[src/hdl/rzc_pkg.sv]
// ----------------------------------------------------------------------------
// rzc_pkg
// Types and codes shared by the repeated z-score combiner.
// ----------------------------------------------------------------------------
`default_nettype none

package rzc_pkg;

  localparam logic [1:0] REG_MAX_SAMPLES  = 2'd0;
  localparam logic [1:0] REG_Z_LIMIT      = 2'd1;
  localparam logic [1:0] REG_LIMIT_ENABLE = 2'd2;

  localparam logic [1:0] VERDICT_NEUTRAL = 2'd0;
  localparam logic [1:0] VERDICT_UNLUCKY = 2'd1;
  localparam logic [1:0] VERDICT_LUCKY   = 2'd2;

  localparam logic [31:0] MAX_SAMPLES_RESET  = 32'd1000000;
  localparam logic [30:0] Z_LIMIT_RESET      = 31'd655360;
  localparam logic        LIMIT_ENABLE_RESET = 1'b1;

  typedef struct packed {
    logic [1:0]  index;
    logic [31:0] data;
  } cfg_item_t;

  typedef struct packed {
    logic [15:0]        sub_df;
    logic signed [31:0] sub_z;
    logic               first_of_run;
  } in_item_t;

  typedef struct packed {
    logic signed [31:0] combined_z_out;
    logic [39:0]        total_df_out;
    logic [31:0]        sample_index;
    logic               run_stopped;
    logic [1:0]         verdict;
  } out_item_t;

endpackage

`default_nettype wire

[src/hdl/rzc_chan_if.sv]
// ----------------------------------------------------------------------------
// rzc_chan_if
// Valid/ready channel carrying one payload per transaction.
// ----------------------------------------------------------------------------
`default_nettype none

interface rzc_chan_if #(
  parameter type payload_t = logic
);
  logic     valid;
  logic     ready;
  payload_t payload;

  modport source (output valid, output payload, input ready);
  modport sink (input valid, input payload, output ready);
endinterface

`default_nettype wire

[src/hdl/repeated_zscore_combiner.sv]
// ----------------------------------------------------------------------------
// repeated_zscore_combiner
// Folds sub-test z-scores into a running combined z with bit-serial roots.
//
//   channel   | dir | payload
//   ----------+-----+------------------------------------------
//   cfg       | in  | index, data (register write)
//   samples   | in  | sub_df, sub_z, first_of_run
//   results   | out | combined_z_out, total_df_out, sample_index,
//             |     | run_stopped, verdict
//
// A combining item makes four passes of the serial root unit and two of the
// serial squarer. Copied and ignored items skip both units and go straight
// to the finish state.
// Reset idles the run until a first_of_run item arrives.
// One item is in flight at a time; a held result stalls only the next finish.
// ----------------------------------------------------------------------------
`default_nettype none

module repeated_zscore_combiner
  import rzc_pkg::*;
#(
  parameter int Z_FRAC_BITS = 16,
  parameter int DF_ACC_BITS = 40
) (
  input  wire logic   clk,
  input  wire logic   rst,
  rzc_chan_if.sink    cfg,
  rzc_chan_if.sink    samples,
  rzc_chan_if.source  results
);
  localparam int DW   = DF_ACC_BITS + 1;
  localparam int HRAD = DW + 2 * Z_FRAC_BITS;
  localparam int HRW  = (HRAD + 1) / 2;
  localparam int MW   = ((HRW > 31) ? HRW : 31) + 1;
  localparam int SQW  = 2 * MW + 1;
  localparam int NWR  = (HRAD > SQW) ? HRAD : SQW;
  localparam int NW   = NWR + (NWR % 2);
  localparam int RW   = NW / 2;
  localparam int DFX  = (DF_ACC_BITS > 40) ? DF_ACC_BITS : 40;

  localparam logic signed [RW:0] ZMAX = (RW+1)'(64'sh7fffffff);
  localparam logic signed [RW:0] ZMIN = (RW+1)'(-64'sh80000000);

  typedef enum logic [2:0] {
    S_IDLE, S_HRA, S_SQA, S_HRB, S_SQB, S_ROOT, S_HRS, S_FIN
  } state_t;

  state_t state;

  logic [31:0]          max_samples;
  logic [30:0]          z_limit;
  logic                 limit_enable;

  logic signed [31:0]   acc_z;
  logic [DF_ACC_BITS-1:0] acc_df;
  logic [31:0]          count;
  logic                 stopped;
  logic                 live;
  logic [15:0]          di;
  logic signed [31:0]   zi;
  logic                 launch;
  logic [MW-1:0]        op_mag;
  logic [NW-1:0]        sumsq;
  logic [RW-1:0]        s1;
  out_item_t            out_item;
  logic                 out_valid;

  logic [DW-1:0]        d_sel;
  logic [DW:0]          d_dbl;
  logic [NW-1:0]        rad_hr;
  logic [NW-1:0]        radicand;
  logic                 sq_done;
  logic [RW-1:0]        root;
  logic                 mul_done;
  logic [2*MW-1:0]      product;
  logic [DW-1:0]        df_sum;
  logic signed [MW:0]   addend;
  logic signed [MW:0]   a_sum;
  logic signed [MW:0]   a_neg;
  logic signed [RW:0]   z_wide;
  logic [32:0]          z_mag;
  logic signed [32:0]   z_ext;
  logic signed [32:0]   lim_ext;
  logic                 stop_now;
  logic                 stopped_new;
  logic [1:0]           verdict;
  logic [DFX-1:0]       df_ext;
  logic [39:0]          df_out;
  logic                 in_take;
  in_item_t             it;

  assign it       = samples.payload;
  assign in_take  = samples.valid && samples.ready;
  assign samples.ready = (state == S_IDLE);
  assign cfg.ready     = 1'b1;
  assign results.valid   = out_valid;
  assign results.payload = out_item;

  assign df_sum = DW'(acc_df) + DW'(di);

  always_comb begin
    unique case (state)
      S_HRA:   d_sel = DW'(acc_df);
      S_HRB:   d_sel = DW'(di);
      default: d_sel = df_sum;
    endcase
    d_dbl  = {d_sel, 1'b0} - (DW+1)'(1);
    rad_hr = (d_sel == '0) ? '0 : (NW'(d_dbl) << (2 * Z_FRAC_BITS - 1));
    radicand = (state == S_ROOT) ? sumsq : rad_hr;
  end

  rzc_sqrt #(.NW(NW)) u_sqrt (
    .clk      (clk),
    .rst      (rst),
    .start    (launch && (state == S_HRA || state == S_HRB ||
                          state == S_ROOT || state == S_HRS)),
    .radicand (radicand),
    .done     (sq_done),
    .root     (root)
  );

  rzc_square #(.MW(MW)) u_square (
    .clk     (clk),
    .rst     (rst),
    .start   (launch && (state == S_SQA || state == S_SQB)),
    .operand (op_mag),
    .done    (mul_done),
    .product (product)
  );

  always_comb begin
    addend = (state == S_HRA) ? (MW+1)'(acc_z) : (MW+1)'(zi);
    a_sum  = addend + $signed({1'b0, root[MW-1:0]});
    a_neg  = -a_sum;
    z_wide = $signed({1'b0, s1}) - $signed({1'b0, root});
    z_ext  = 33'(acc_z);
    z_mag  = z_ext[32] ? 33'(-z_ext) : 33'(z_ext);
    lim_ext = $signed({2'b00, z_limit});
    stop_now = (limit_enable && (z_mag >= {2'b00, z_limit})) ||
               ((max_samples != '0) && (count >= max_samples));
    stopped_new = stopped || (live && stop_now);
    verdict = VERDICT_NEUTRAL;
    if (limit_enable) begin
      if (z_ext < -lim_ext) verdict = VERDICT_UNLUCKY;
      else if (z_ext > lim_ext) verdict = VERDICT_LUCKY;
    end
    df_ext = DFX'(acc_df);
    df_out = (df_ext > DFX'({40{1'b1}})) ? {40{1'b1}} : df_ext[39:0];
  end

  always_ff @(posedge clk) begin
    if (rst) begin
      state        <= S_IDLE;
      launch       <= 1'b0;
      out_valid    <= 1'b0;
      max_samples  <= MAX_SAMPLES_RESET;
      z_limit      <= Z_LIMIT_RESET;
      limit_enable <= LIMIT_ENABLE_RESET;
      acc_z        <= '0;
      acc_df       <= '0;
      count        <= '0;
      stopped      <= 1'b1;
      live         <= 1'b0;
    end else begin
      launch <= 1'b0;
      if (results.valid && results.ready) out_valid <= 1'b0;
      if (cfg.valid) begin
        unique case (cfg.payload.index)
          REG_MAX_SAMPLES:  max_samples  <= cfg.payload.data;
          REG_Z_LIMIT:      z_limit      <= cfg.payload.data[30:0];
          REG_LIMIT_ENABLE: limit_enable <= cfg.payload.data[0];
          default: ;
        endcase
      end
      unique case (state)
        S_IDLE: begin
          if (in_take) begin
            di <= it.sub_df;
            zi <= it.sub_z;
            if (it.first_of_run || !stopped) begin
              live <= 1'b1;
              stopped <= 1'b0;
              if (it.first_of_run) count <= 32'd1;
              else if (count != '1) count <= count + 32'd1;
              if (it.first_of_run || acc_df == '0) begin
                acc_z  <= it.sub_z;
                acc_df <= DF_ACC_BITS'(it.sub_df);
                state  <= S_FIN;
              end else begin
                state  <= S_HRA;
                launch <= 1'b1;
              end
            end else begin
              live  <= 1'b0;
              state <= S_FIN;
            end
          end
        end
        S_HRA: if (sq_done) begin
          op_mag <= a_sum[MW] ? a_neg[MW-1:0] : a_sum[MW-1:0];
          state  <= S_SQA;
          launch <= 1'b1;
        end
        S_SQA: if (mul_done) begin
          sumsq  <= NW'(product);
          state  <= S_HRB;
          launch <= 1'b1;
        end
        S_HRB: if (sq_done) begin
          op_mag <= a_sum[MW] ? a_neg[MW-1:0] : a_sum[MW-1:0];
          state  <= S_SQB;
          launch <= 1'b1;
        end
        S_SQB: if (mul_done) begin
          sumsq  <= sumsq + NW'(product);
          state  <= S_ROOT;
          launch <= 1'b1;
        end
        S_ROOT: if (sq_done) begin
          s1     <= root;
          state  <= S_HRS;
          launch <= 1'b1;
        end
        S_HRS: if (sq_done) begin
          if (z_wide > ZMAX) acc_z <= 32'sh7fffffff;
          else if (z_wide < ZMIN) acc_z <= -32'sh80000000;
          else acc_z <= z_wide[31:0];
          acc_df <= df_sum[DW-1] ? '1 : df_sum[DF_ACC_BITS-1:0];
          state  <= S_FIN;
        end
        S_FIN: if (!out_valid || results.ready) begin
          stopped   <= stopped_new;
          out_valid <= 1'b1;
          out_item.combined_z_out <= acc_z;
          out_item.total_df_out   <= df_out;
          out_item.sample_index   <= count;
          out_item.run_stopped    <= stopped_new;
          out_item.verdict        <= verdict;
          state <= S_IDLE;
        end
        default: state <= S_IDLE;
      endcase
    end
  end
endmodule

`default_nettype wire

[src/hdl/rzc_sqrt.sv]
// ----------------------------------------------------------------------------
// rzc_sqrt
// Restoring integer square root, one root bit per cycle (floor).
// ----------------------------------------------------------------------------
`default_nettype none

module rzc_sqrt #(
  parameter int NW = 78
) (
  input  wire logic          clk,
  input  wire logic          rst,
  input  wire logic          start,
  input  wire logic [NW-1:0] radicand,
  output logic               done,
  output logic [NW/2-1:0]    root
);
  localparam int RW = NW / 2;
  localparam int CW = $clog2(RW + 1);

  logic [NW-1:0] rad;
  logic [RW:0]   rem;
  logic [CW-1:0] cnt;
  logic          busy;
  logic [RW+2:0] rem_sh;
  logic [RW+3:0] diff;

  assign rem_sh = {rem, rad[NW-1:NW-2]};
  assign diff   = {1'b0, rem_sh} - {2'b00, root, 2'b01};

  always_ff @(posedge clk) begin
    if (rst) begin
      busy <= 1'b0;
      done <= 1'b0;
      cnt  <= '0;
    end else begin
      done <= 1'b0;
      if (start) begin
        busy <= 1'b1;
        cnt  <= CW'(RW);
        rad  <= radicand;
        rem  <= '0;
        root <= '0;
      end else if (busy) begin
        rad <= {rad[NW-3:0], 2'b00};
        if (!diff[RW+3]) begin
          rem  <= diff[RW:0];
          root <= {root[RW-2:0], 1'b1};
        end else begin
          rem  <= rem_sh[RW:0];
          root <= {root[RW-2:0], 1'b0};
        end
        cnt <= cnt - CW'(1);
        if (cnt == CW'(1)) begin
          busy <= 1'b0;
          done <= 1'b1;
        end
      end
    end
  end
endmodule

`default_nettype wire

[src/hdl/rzc_square.sv]
// ----------------------------------------------------------------------------
// rzc_square
// Shift-add squarer, one multiplier bit per cycle.
// ----------------------------------------------------------------------------
`default_nettype none

module rzc_square #(
  parameter int MW = 38
) (
  input  wire logic          clk,
  input  wire logic          rst,
  input  wire logic          start,
  input  wire logic [MW-1:0] operand,
  output logic               done,
  output logic [2*MW-1:0]    product
);
  localparam int CW = $clog2(MW + 1);

  logic [MW-1:0] m;
  logic [CW-1:0] cnt;
  logic          busy;
  logic [MW:0]   hi_sum;

  assign hi_sum = {1'b0, product[2*MW-1:MW]} + (product[0] ? {1'b0, m} : '0);

  always_ff @(posedge clk) begin
    if (rst) begin
      busy <= 1'b0;
      done <= 1'b0;
      cnt  <= '0;
    end else begin
      done <= 1'b0;
      if (start) begin
        busy    <= 1'b1;
        cnt     <= CW'(MW);
        m       <= operand;
        product <= {{MW{1'b0}}, operand};
      end else if (busy) begin
        product <= {hi_sum, product[MW-1:1]};
        cnt     <= cnt - CW'(1);
        if (cnt == CW'(1)) begin
          busy <= 1'b0;
          done <= 1'b1;
        end
      end
    end
  end
endmodule

`default_nettype wire

[src/flat_wrapper.sv]
// flat-port wrapper written by rule: the top's interface ports become plain ports
module repeated_zscore_combiner_flat import rzc_pkg::*;
#(
  parameter int Z_FRAC_BITS = 16,
  parameter int DF_ACC_BITS = 40
)
  (clk, rst, cfg_valid, cfg_payload, cfg_ready, samples_valid, samples_payload, samples_ready, results_valid, results_payload, results_ready);
  rzc_chan_if #(.payload_t(cfg_item_t)) cfg_i ();
  rzc_chan_if #(.payload_t(in_item_t)) samples_i ();
  rzc_chan_if #(.payload_t(out_item_t)) results_i ();
  input  wire logic clk;
  input  wire logic rst;
  input wire logic [$bits(cfg_i.valid)-1:0] cfg_valid;
  input wire logic [$bits(cfg_i.payload)-1:0] cfg_payload;
  output wire logic [$bits(cfg_i.ready)-1:0] cfg_ready;
  input wire logic [$bits(samples_i.valid)-1:0] samples_valid;
  input wire logic [$bits(samples_i.payload)-1:0] samples_payload;
  output wire logic [$bits(samples_i.ready)-1:0] samples_ready;
  output wire logic [$bits(results_i.valid)-1:0] results_valid;
  output wire logic [$bits(results_i.payload)-1:0] results_payload;
  input wire logic [$bits(results_i.ready)-1:0] results_ready;
  assign cfg_i.valid = cfg_valid;
  assign cfg_i.payload = cfg_payload;
  assign cfg_ready = cfg_i.ready;
  assign samples_i.valid = samples_valid;
  assign samples_i.payload = samples_payload;
  assign samples_ready = samples_i.ready;
  assign results_valid = results_i.valid;
  assign results_payload = results_i.payload;
  assign results_i.ready = results_ready;
  repeated_zscore_combiner #(.Z_FRAC_BITS(Z_FRAC_BITS), .DF_ACC_BITS(DF_ACC_BITS)) u_core (.clk(clk), .rst(rst), .cfg(cfg_i), .samples(samples_i), .results(results_i));
endmodule
[config.mk]
export PLATFORM = sky130hd
export DESIGN_NAME = repeated_zscore_combiner_flat
export DESIGN_NICKNAME = d
export VERILOG_FILES = /design/src/hdl/rzc_pkg.sv /design/src/hdl/rzc_chan_if.sv /design/src/hdl/repeated_zscore_combiner.sv /design/src/hdl/rzc_sqrt.sv /design/src/hdl/rzc_square.sv /design/src/flat_wrapper.sv
export SDC_FILE = /design/constraint.sdc
export NUM_CORES = 2
export LEC_CHECK = 0
export BUFFER_PORTS_ARGS = -buffer_cell sky130_fd_sc_hd__buf_2
export CORE_ASPECT_RATIO = 1.2
export CORE_MARGIN = 4
export CORE_UTILIZATION = 55
export CTS_BUF_LIST = sky130_fd_sc_hd__clkbuf_2 sky130_fd_sc_hd__clkbuf_4 sky130_fd_sc_hd__clkbuf_8
export DETAILED_ROUTE_END_ITERATION = 10
export GPL_TIMING_DRIVEN = 1
export PLACE_DENSITY = 0.71
export SLEW_MARGIN = 20
export SYNTH_ARGS = -nofsm -noshare
export SYNTH_HDL_FRONTEND = slang
export SYNTH_SLANG_ARGS = --single-unit
[constraint.sdc]
create_clock -name clk -period 11.6 [get_ports clk]
set_input_delay 2.32 -clock clk [delete_from_list [all_inputs] [get_ports clk]]
set_output_delay 2.32 -clock clk [all_outputs]
set_load 0.02 [all_outputs]
# Word-level counts from Yosys, hierarchy flattened
# Cells that the tools add are included.
# classes
bitwise_logic	4
muxes	72
n_eq_ne	22
reduce_logical	53
add_sub_neg	13
magnitude_cmp	7
# ops
operator	count
two-way mux 78 bit	5
two-way mux 40 bit	7
two-way mux 32 bit	8
case mux 78 bit (2 select lines)	1
two-way mux 38 bit	3
case mux 41 bit (2 select lines)	1
case mux 40 bit (2 select lines)	1
adder 78 x 76 -> 78 bit	1
two-way mux 39 bit	2
two-way mux 76 bit	1
two-way mux 73 bit	1
case mux 32 bit (2 select lines)	1
subtractor 42 x 41 -> 43 bit	1
subtractor 42 x 1 -> 42 bit (second input constant)	1
adder 40 x 16 -> 41 bit	1
zero test 41 bit	1
> comparator 40 x 32 -> 1 bit (second input constant)	1
> comparator 40 bit (second input constant)	1
zero test 40 bit	1
less-than comparator 40 x 32 -> 1 bit (second input constant)	1
subtractor 39 x 39 -> 40 bit	1
adder 38 x 39 -> 39 bit	1
adder 39 bit	1
negation 38 bit	1
other kinds (40)	127
# totals
reg_bits	772
wordCells	207
input_bits	88

# Depth between registers and ports, before layout
# depth
depth_word	9
ltp_mapped	24

# By module
# From an unflattened synthesis, not the netlist that was laid out.
# unflattened
hier_cells	5635
hier_area_um2	52469.1
# by_module_without_submodules
module	area_per_inst_um2	instances	cells_per_inst	seq_area_each_um2
repeated_zscore_combiner	36472.5	1	4264	12812.3
rzc_sqrt	9075.0	1	778	4874.7
rzc_square	6921.6	1	593	3583.4

# Worst setup path before layout
# Ideal clock, no wire load.
# synth_path
path_type	input to register
startpoint	in rst
endpoint	reg u_core.u_sqrt.rad[0], enable pin
t_arrival_ns	9.461
required_ns	10.925
stages	4
setup_ns	0.675
path_slack_ns	1.464
cell_sequence	clkbuf_1 > buf_1 > clkbuf_1 > nor2_1
# synth_between
elab_chain_len	2
# synth_lines
element	line	source
start, declared	flat_wrapper.sv:12	input wire logic rst;
inverter 1 bit (no source line)	-	
AND reduction 2 bit (no source line)	-	
end signal, assigned	rzc_sqrt.sv:40	rad <= radicand;
end signal, assigned	rzc_sqrt.sv:44	rad <= {rad[NW-3:0], 2'b00};
end, declared	rzc_sqrt.sv:20	logic [NW-1:0] rad;
# No other way between the ends.
# A chain may end at the register's enable or synchronous reset.

# Worst setup path after layout
# layout_path
startpoint	reg u_core.state[0]
endpoint	reg u_core.op_mag[30], data pin
# layout_between
elab_chain_len	5
# layout_lines
element	line	source
start, declared	repeated_zscore_combiner.sv:49	state_t state;
start signal, assigned	repeated_zscore_combiner.sv:154	state <= S_IDLE;
start signal, assigned	repeated_zscore_combiner.sv:189	state <= S_FIN;
start signal, assigned	repeated_zscore_combiner.sv:191	state <= S_HRA;
== test 3 x 1 -> 1 bit *	repeated_zscore_combiner.sv:133, repeated_zscore_combiner.sv:176	
two-way mux 39 bit *	repeated_zscore_combiner.sv:133	addend = (state == S_HRA) ? (MW+1)'(acc_z) : (MW+1)'(zi);
adder 39 bit *	repeated_zscore_combiner.sv:134	a_sum = addend + $signed({1'b0, root[MW-1:0]});
negation 38 bit	repeated_zscore_combiner.sv:135	a_neg = -a_sum;
two-way mux 38 bit *	repeated_zscore_combiner.sv:201, repeated_zscore_combiner.sv:211	
end signal, assigned	repeated_zscore_combiner.sv:201	op_mag <= a_sum[MW] ? a_neg[MW-1:0] : a_sum[MW-1:0];
end signal, assigned	repeated_zscore_combiner.sv:211	op_mag <= a_sum[MW] ? a_neg[MW-1:0] : a_sum[MW-1:0];
end, declared	repeated_zscore_combiner.sv:63	logic [MW-1:0] op_mag;
# Mark *: on every way between the ends. The rest lies on a longest branch, timed or not.

==> metrics <==
Psw=2.60 mW; Final Max Slew Viols=0; Routed WL per cell=20.5 µm; FF+latch count, synth=772; Post-synth EDFFs=581; chip height=340 µm; Initial Utilization=55.5%; GRT overflow=0; synthesized area per cell=9.11 µm²; PwrDens=143 mW/mm²; Reg power frac=41.3%; PortBufs=196; Die X=284 µm; largest net degree at the start of global routing=87; worst slew pin tran=1.07 ns; DR WL met3=8820 µm; clock slew at reported path FFs=0.06 ns; clock share of power=33.0%; Net count, final=6081; slowest CP cell=dfxtp_1; Async SR Flop Fraction=0%; total track usage=28.4%; Setup-failing EPs final=0; IR drop worst, VDD=0.116 mV; critical-path cell list=nor2b_2 -> buf_4 -> nand2_1 -> buf_4 -> nand2_1 -> o21ai_0 -> ha_1 -> inv_1 -> fa_1 -> nand2b_1 -> a21oi_1 -> o21ai_0 -> a311oi_1 -> o41ai_1 -> a21boi_0 -> o221ai_1 -> a21oi_1 -> o21a_1 -> nor2_1 -> xnor2_1 -> buf_4 -> o21ai_0 -> xnor2_1; uppermost layer routed=met4; Placement Cell Area=0.0522 mm²; Met1 Wirelength=58300 µm; CTS tree=built; global placement routability congestion=0.934; fin crit share=57.1%; Initial DRC Count=3630; clk root buf=clkbuf_8; CTS sink cnt=772; Residual DRC=0; vias in the first global route=39900; length of routed met2 wiring=69000 µm; crit path max fanout=48; Max stage delay on crit path=0.84 ns; io pins=198; antenna violation net count after detailed routing=0; Synth Net Count=6014; Area growth, synth to finish=8.89%; initial antenna violation count=2; LEAKAGE=22.5 nW; Arr. time, crit path=7.16 ns; clock buffer count from CTS=134; critical path buffer and inverter count=4; post-CTS setup buffer count=0; Hold Crit Class=reg -> reg; vias=42200; Design Area, Final=0.0549 mm²; Comb pwr share=25.7%; switching share of power=33.1%; Seq/Total Area, Yosys=42.2%; status=finished clean; Min Hold Slack=0.459 ns; total chip power=7.87 mW; Worst Setup Path Type=reg -> reg; clk_skew=0.0634 ns; synth unique cells=99; fraction of layout cells with a size suffix above 1=9.97%; area of the core=0.0908 mm²; RSZ-0062 raised after global routing=false; Vias/cell=6.12; Fmax=151 MHz; Critical Path End Type=flop; Cell Area, Synth=0.0505 mm²; TNS Setup=0 ns; startpoint types=flop; total wire length=141000 µm; CP delay by family, top=compound AO/OA/AOI/OAI gates; number of synthesis warnings=0; max_cap viols=0; headroom to the max-slew limit=28.7%; Period minus WS final=6.62 ns; HPWL after DPL=104000 µm; TritonRoute pass-1 iters=8; cts repair resizes=0; Die Area=0.0967 mm²; Main synth FF type=edfxtp_1; final number of hold-violating endpoints=0; # hold bufs at CTS=0; H-tree levels=4; worst endpoint required time=12.14 ns; P_int=5.27 mW; Clock Latency Late Sink=0.84 ns; num rows=121; Max Root-Sink Buffers=3; Syn Inst Count=5540; first-pass GRT wire length=221000 µm
## cell usage after synthesis (26+ instances only)
| library cell | instances | area (µm²) |
|---|---|---|
| nor3_1 | 129 | 646 |
| nand2b_1 | 78 | 488 |
| clkbuf_1 | 277 | 1040 |
| inv_1 | 197 | 739 |
| o211ai_1 | 28 | 210 |
| nor4_1 | 50 | 313 |
| a21oi_1 | 454 | 2270 |
| a221oi_2 | 27 | 405 |
| xnor2_1 | 237 | 2080 |
| nand2_1 | 825 | 3100 |
| a211oi_1 | 39 | 293 |
| mux2i_1 | 29 | 290 |
| o21a_1 | 44 | 330 |
| nand4_1 | 86 | 538 |
| a31oi_1 | 44 | 275 |
| ha_1 | 381 | 4770 |
| and2_1 | 66 | 413 |
| o31ai_1 | 31 | 233 |
| dfxtp_1 | 191 | 3820 |
| and3_1 | 43 | 269 |
| edfxtp_1 | 581 | 17400 |
| or2_2 | 26 | 163 |
| o21bai_1 | 29 | 218 |
| nor2b_1 | 52 | 325 |
| a21o_1 | 210 | 1580 |
| o21ai_0 | 288 | 1440 |
| xor2_1 | 126 | 1100 |
| or3_1 | 42 | 263 |
| nor2_1 | 424 | 1590 |
| nand3_1 | 150 | 751 |
## power by group through the flow
stage / registers (mW) / clock network (mW) / logic [mW]
floorplan: 3.24 / 0 / 1.52
global placement: 3.30 / 0 / 1.94
detailed placement: 3.30 / 0 / 2.00
CTS: 3.25 / 2.65 / 2.01
global route: 3.26 / 2.78 / 2.24
finish: 3.25 / 2.59 / 2.02
## final timing paths
check / endpoint / slack, ns / cells after the start / from
min: u_core.z_limit[11]$_SDFFE_PP0P_ / 0.46 / 2 / u_core.z_limit[11]$_SDFFE_PP0P_
max: u_core.op_mag[30]$_DFFE_PP_ / 4.98 / 23 / u_core.state[0]$_SDFFE_PP0P_
min reg2reg: u_core.z_limit[11]$_SDFFE_PP0P_ / 0.46 / 2 / u_core.z_limit[11]$_SDFFE_PP0P_
max reg2reg: u_core.op_mag[30]$_DFFE_PP_ / 4.98 / 23 / u_core.state[0]$_SDFFE_PP0P_
## per-layer routing
layer,up-vias,global-route usage (%)
li1,20300,-
met2,1441,48.7
met1,20100,36.3
met4,0,10.5
met5,-,0
met3,286,4.48
## registers in the layout, summed over array words and instances (netlist names), 3 cells and up
signal	count
u_core.results.payload	107
u_core.sumsq	78
u_core.u_sqrt.rad	78
u_core.u_square.product	76
u_core.acc_df	40
u_core.u_sqrt.rem	40
u_core.s1	39
u_core.u_sqrt.root	39
u_core.op_mag	38
u_core.u_square.m	38
u_core.acc_z	32
u_core.count	32
u_core.max_samples	32
u_core.zi	32
u_core.z_limit	31
u_core.di	16
u_core.u_sqrt.cnt	6
u_core.u_square.cnt	6
u_core.state	3
## cells in the final DEF (no fill, tap or decap), types with 23 or more instances in the layout
cell type	n
a211oi_1	39
a21o_1	210
a21oi_1	454
a221oi_2	27
a31oi_1	44
and2_1	64
and3_1	43
buf_2	195
buf_4	38
clkbuf_4	41
clkbuf_8	141
clkinv_1	24
dfxtp_1	189
edfxtp_1	581
ha_1	381
inv_1	197
mux2i_1	29
nand2_1	824
nand2b_1	76
nand3_1	149
nand3b_1	25
nand4_1	86
nor2_1	418
nor2b_1	49
nor3_1	128
nor4_1	50
o211ai_1	28
o21a_1	43
o21ai_0	287
o21bai_1	29
o31ai_1	31
o41ai_1	23
or2_2	26
or3_1	42
xnor2_1	236
xor2_1	126
## kinds of logic (layout without fill, tap and decap cells)
group | Yosys count | after routing | synth area share, %
flops | 772 | 772 | 42.2
simple gates | 2056 | 2056 | 19.0
compound gates | 1426 | 1426 | 18.3
mux | 33 | 33 | 0.665
fa+ha+maj | 386 | 386 | 9.65
other cells | 1 | 3 | 0.00743
buf+inv | 503 | 678 | 3.85
xor+xnor | 363 | 363 | 6.30
## tightest hold or removal path: cells and delay by family, from the launching register on
kind,cells,cell delay [ns]
compound gates,1,0.05
flops,1,0.31
simple gates,1,0.05
## layout make-up
| type | count | area (µm²) |
|---|---|---|
| multi-input combinational | 4265 | 27400 |
| tap | 1168 | 1460 |
| inverter | 197 | 739 |
| sequential | 772 | 21300 |
| clock inverter | 62 | 518 |
| clock buffer | 182 | 2250 |
| antenna | 2 | 5.00 |
| timing repair buffer | 237 | 1320 |
| fill | 7829 | 35900 |
## through the flow
stage,instances,utilization [%],setup WS [ns]
2_1_floorplan,5540,-,1.46
5_1_grt,6885,60.5,4.46
6_report,6885,60.5,4.98
3_5_place_dp,6638,57.4,5.16
4_1_cts,6882,60.5,5.12
3_3_place_gp,6637,57.4,4.86
Note: power is estimated with default switching activity, not from simulation.
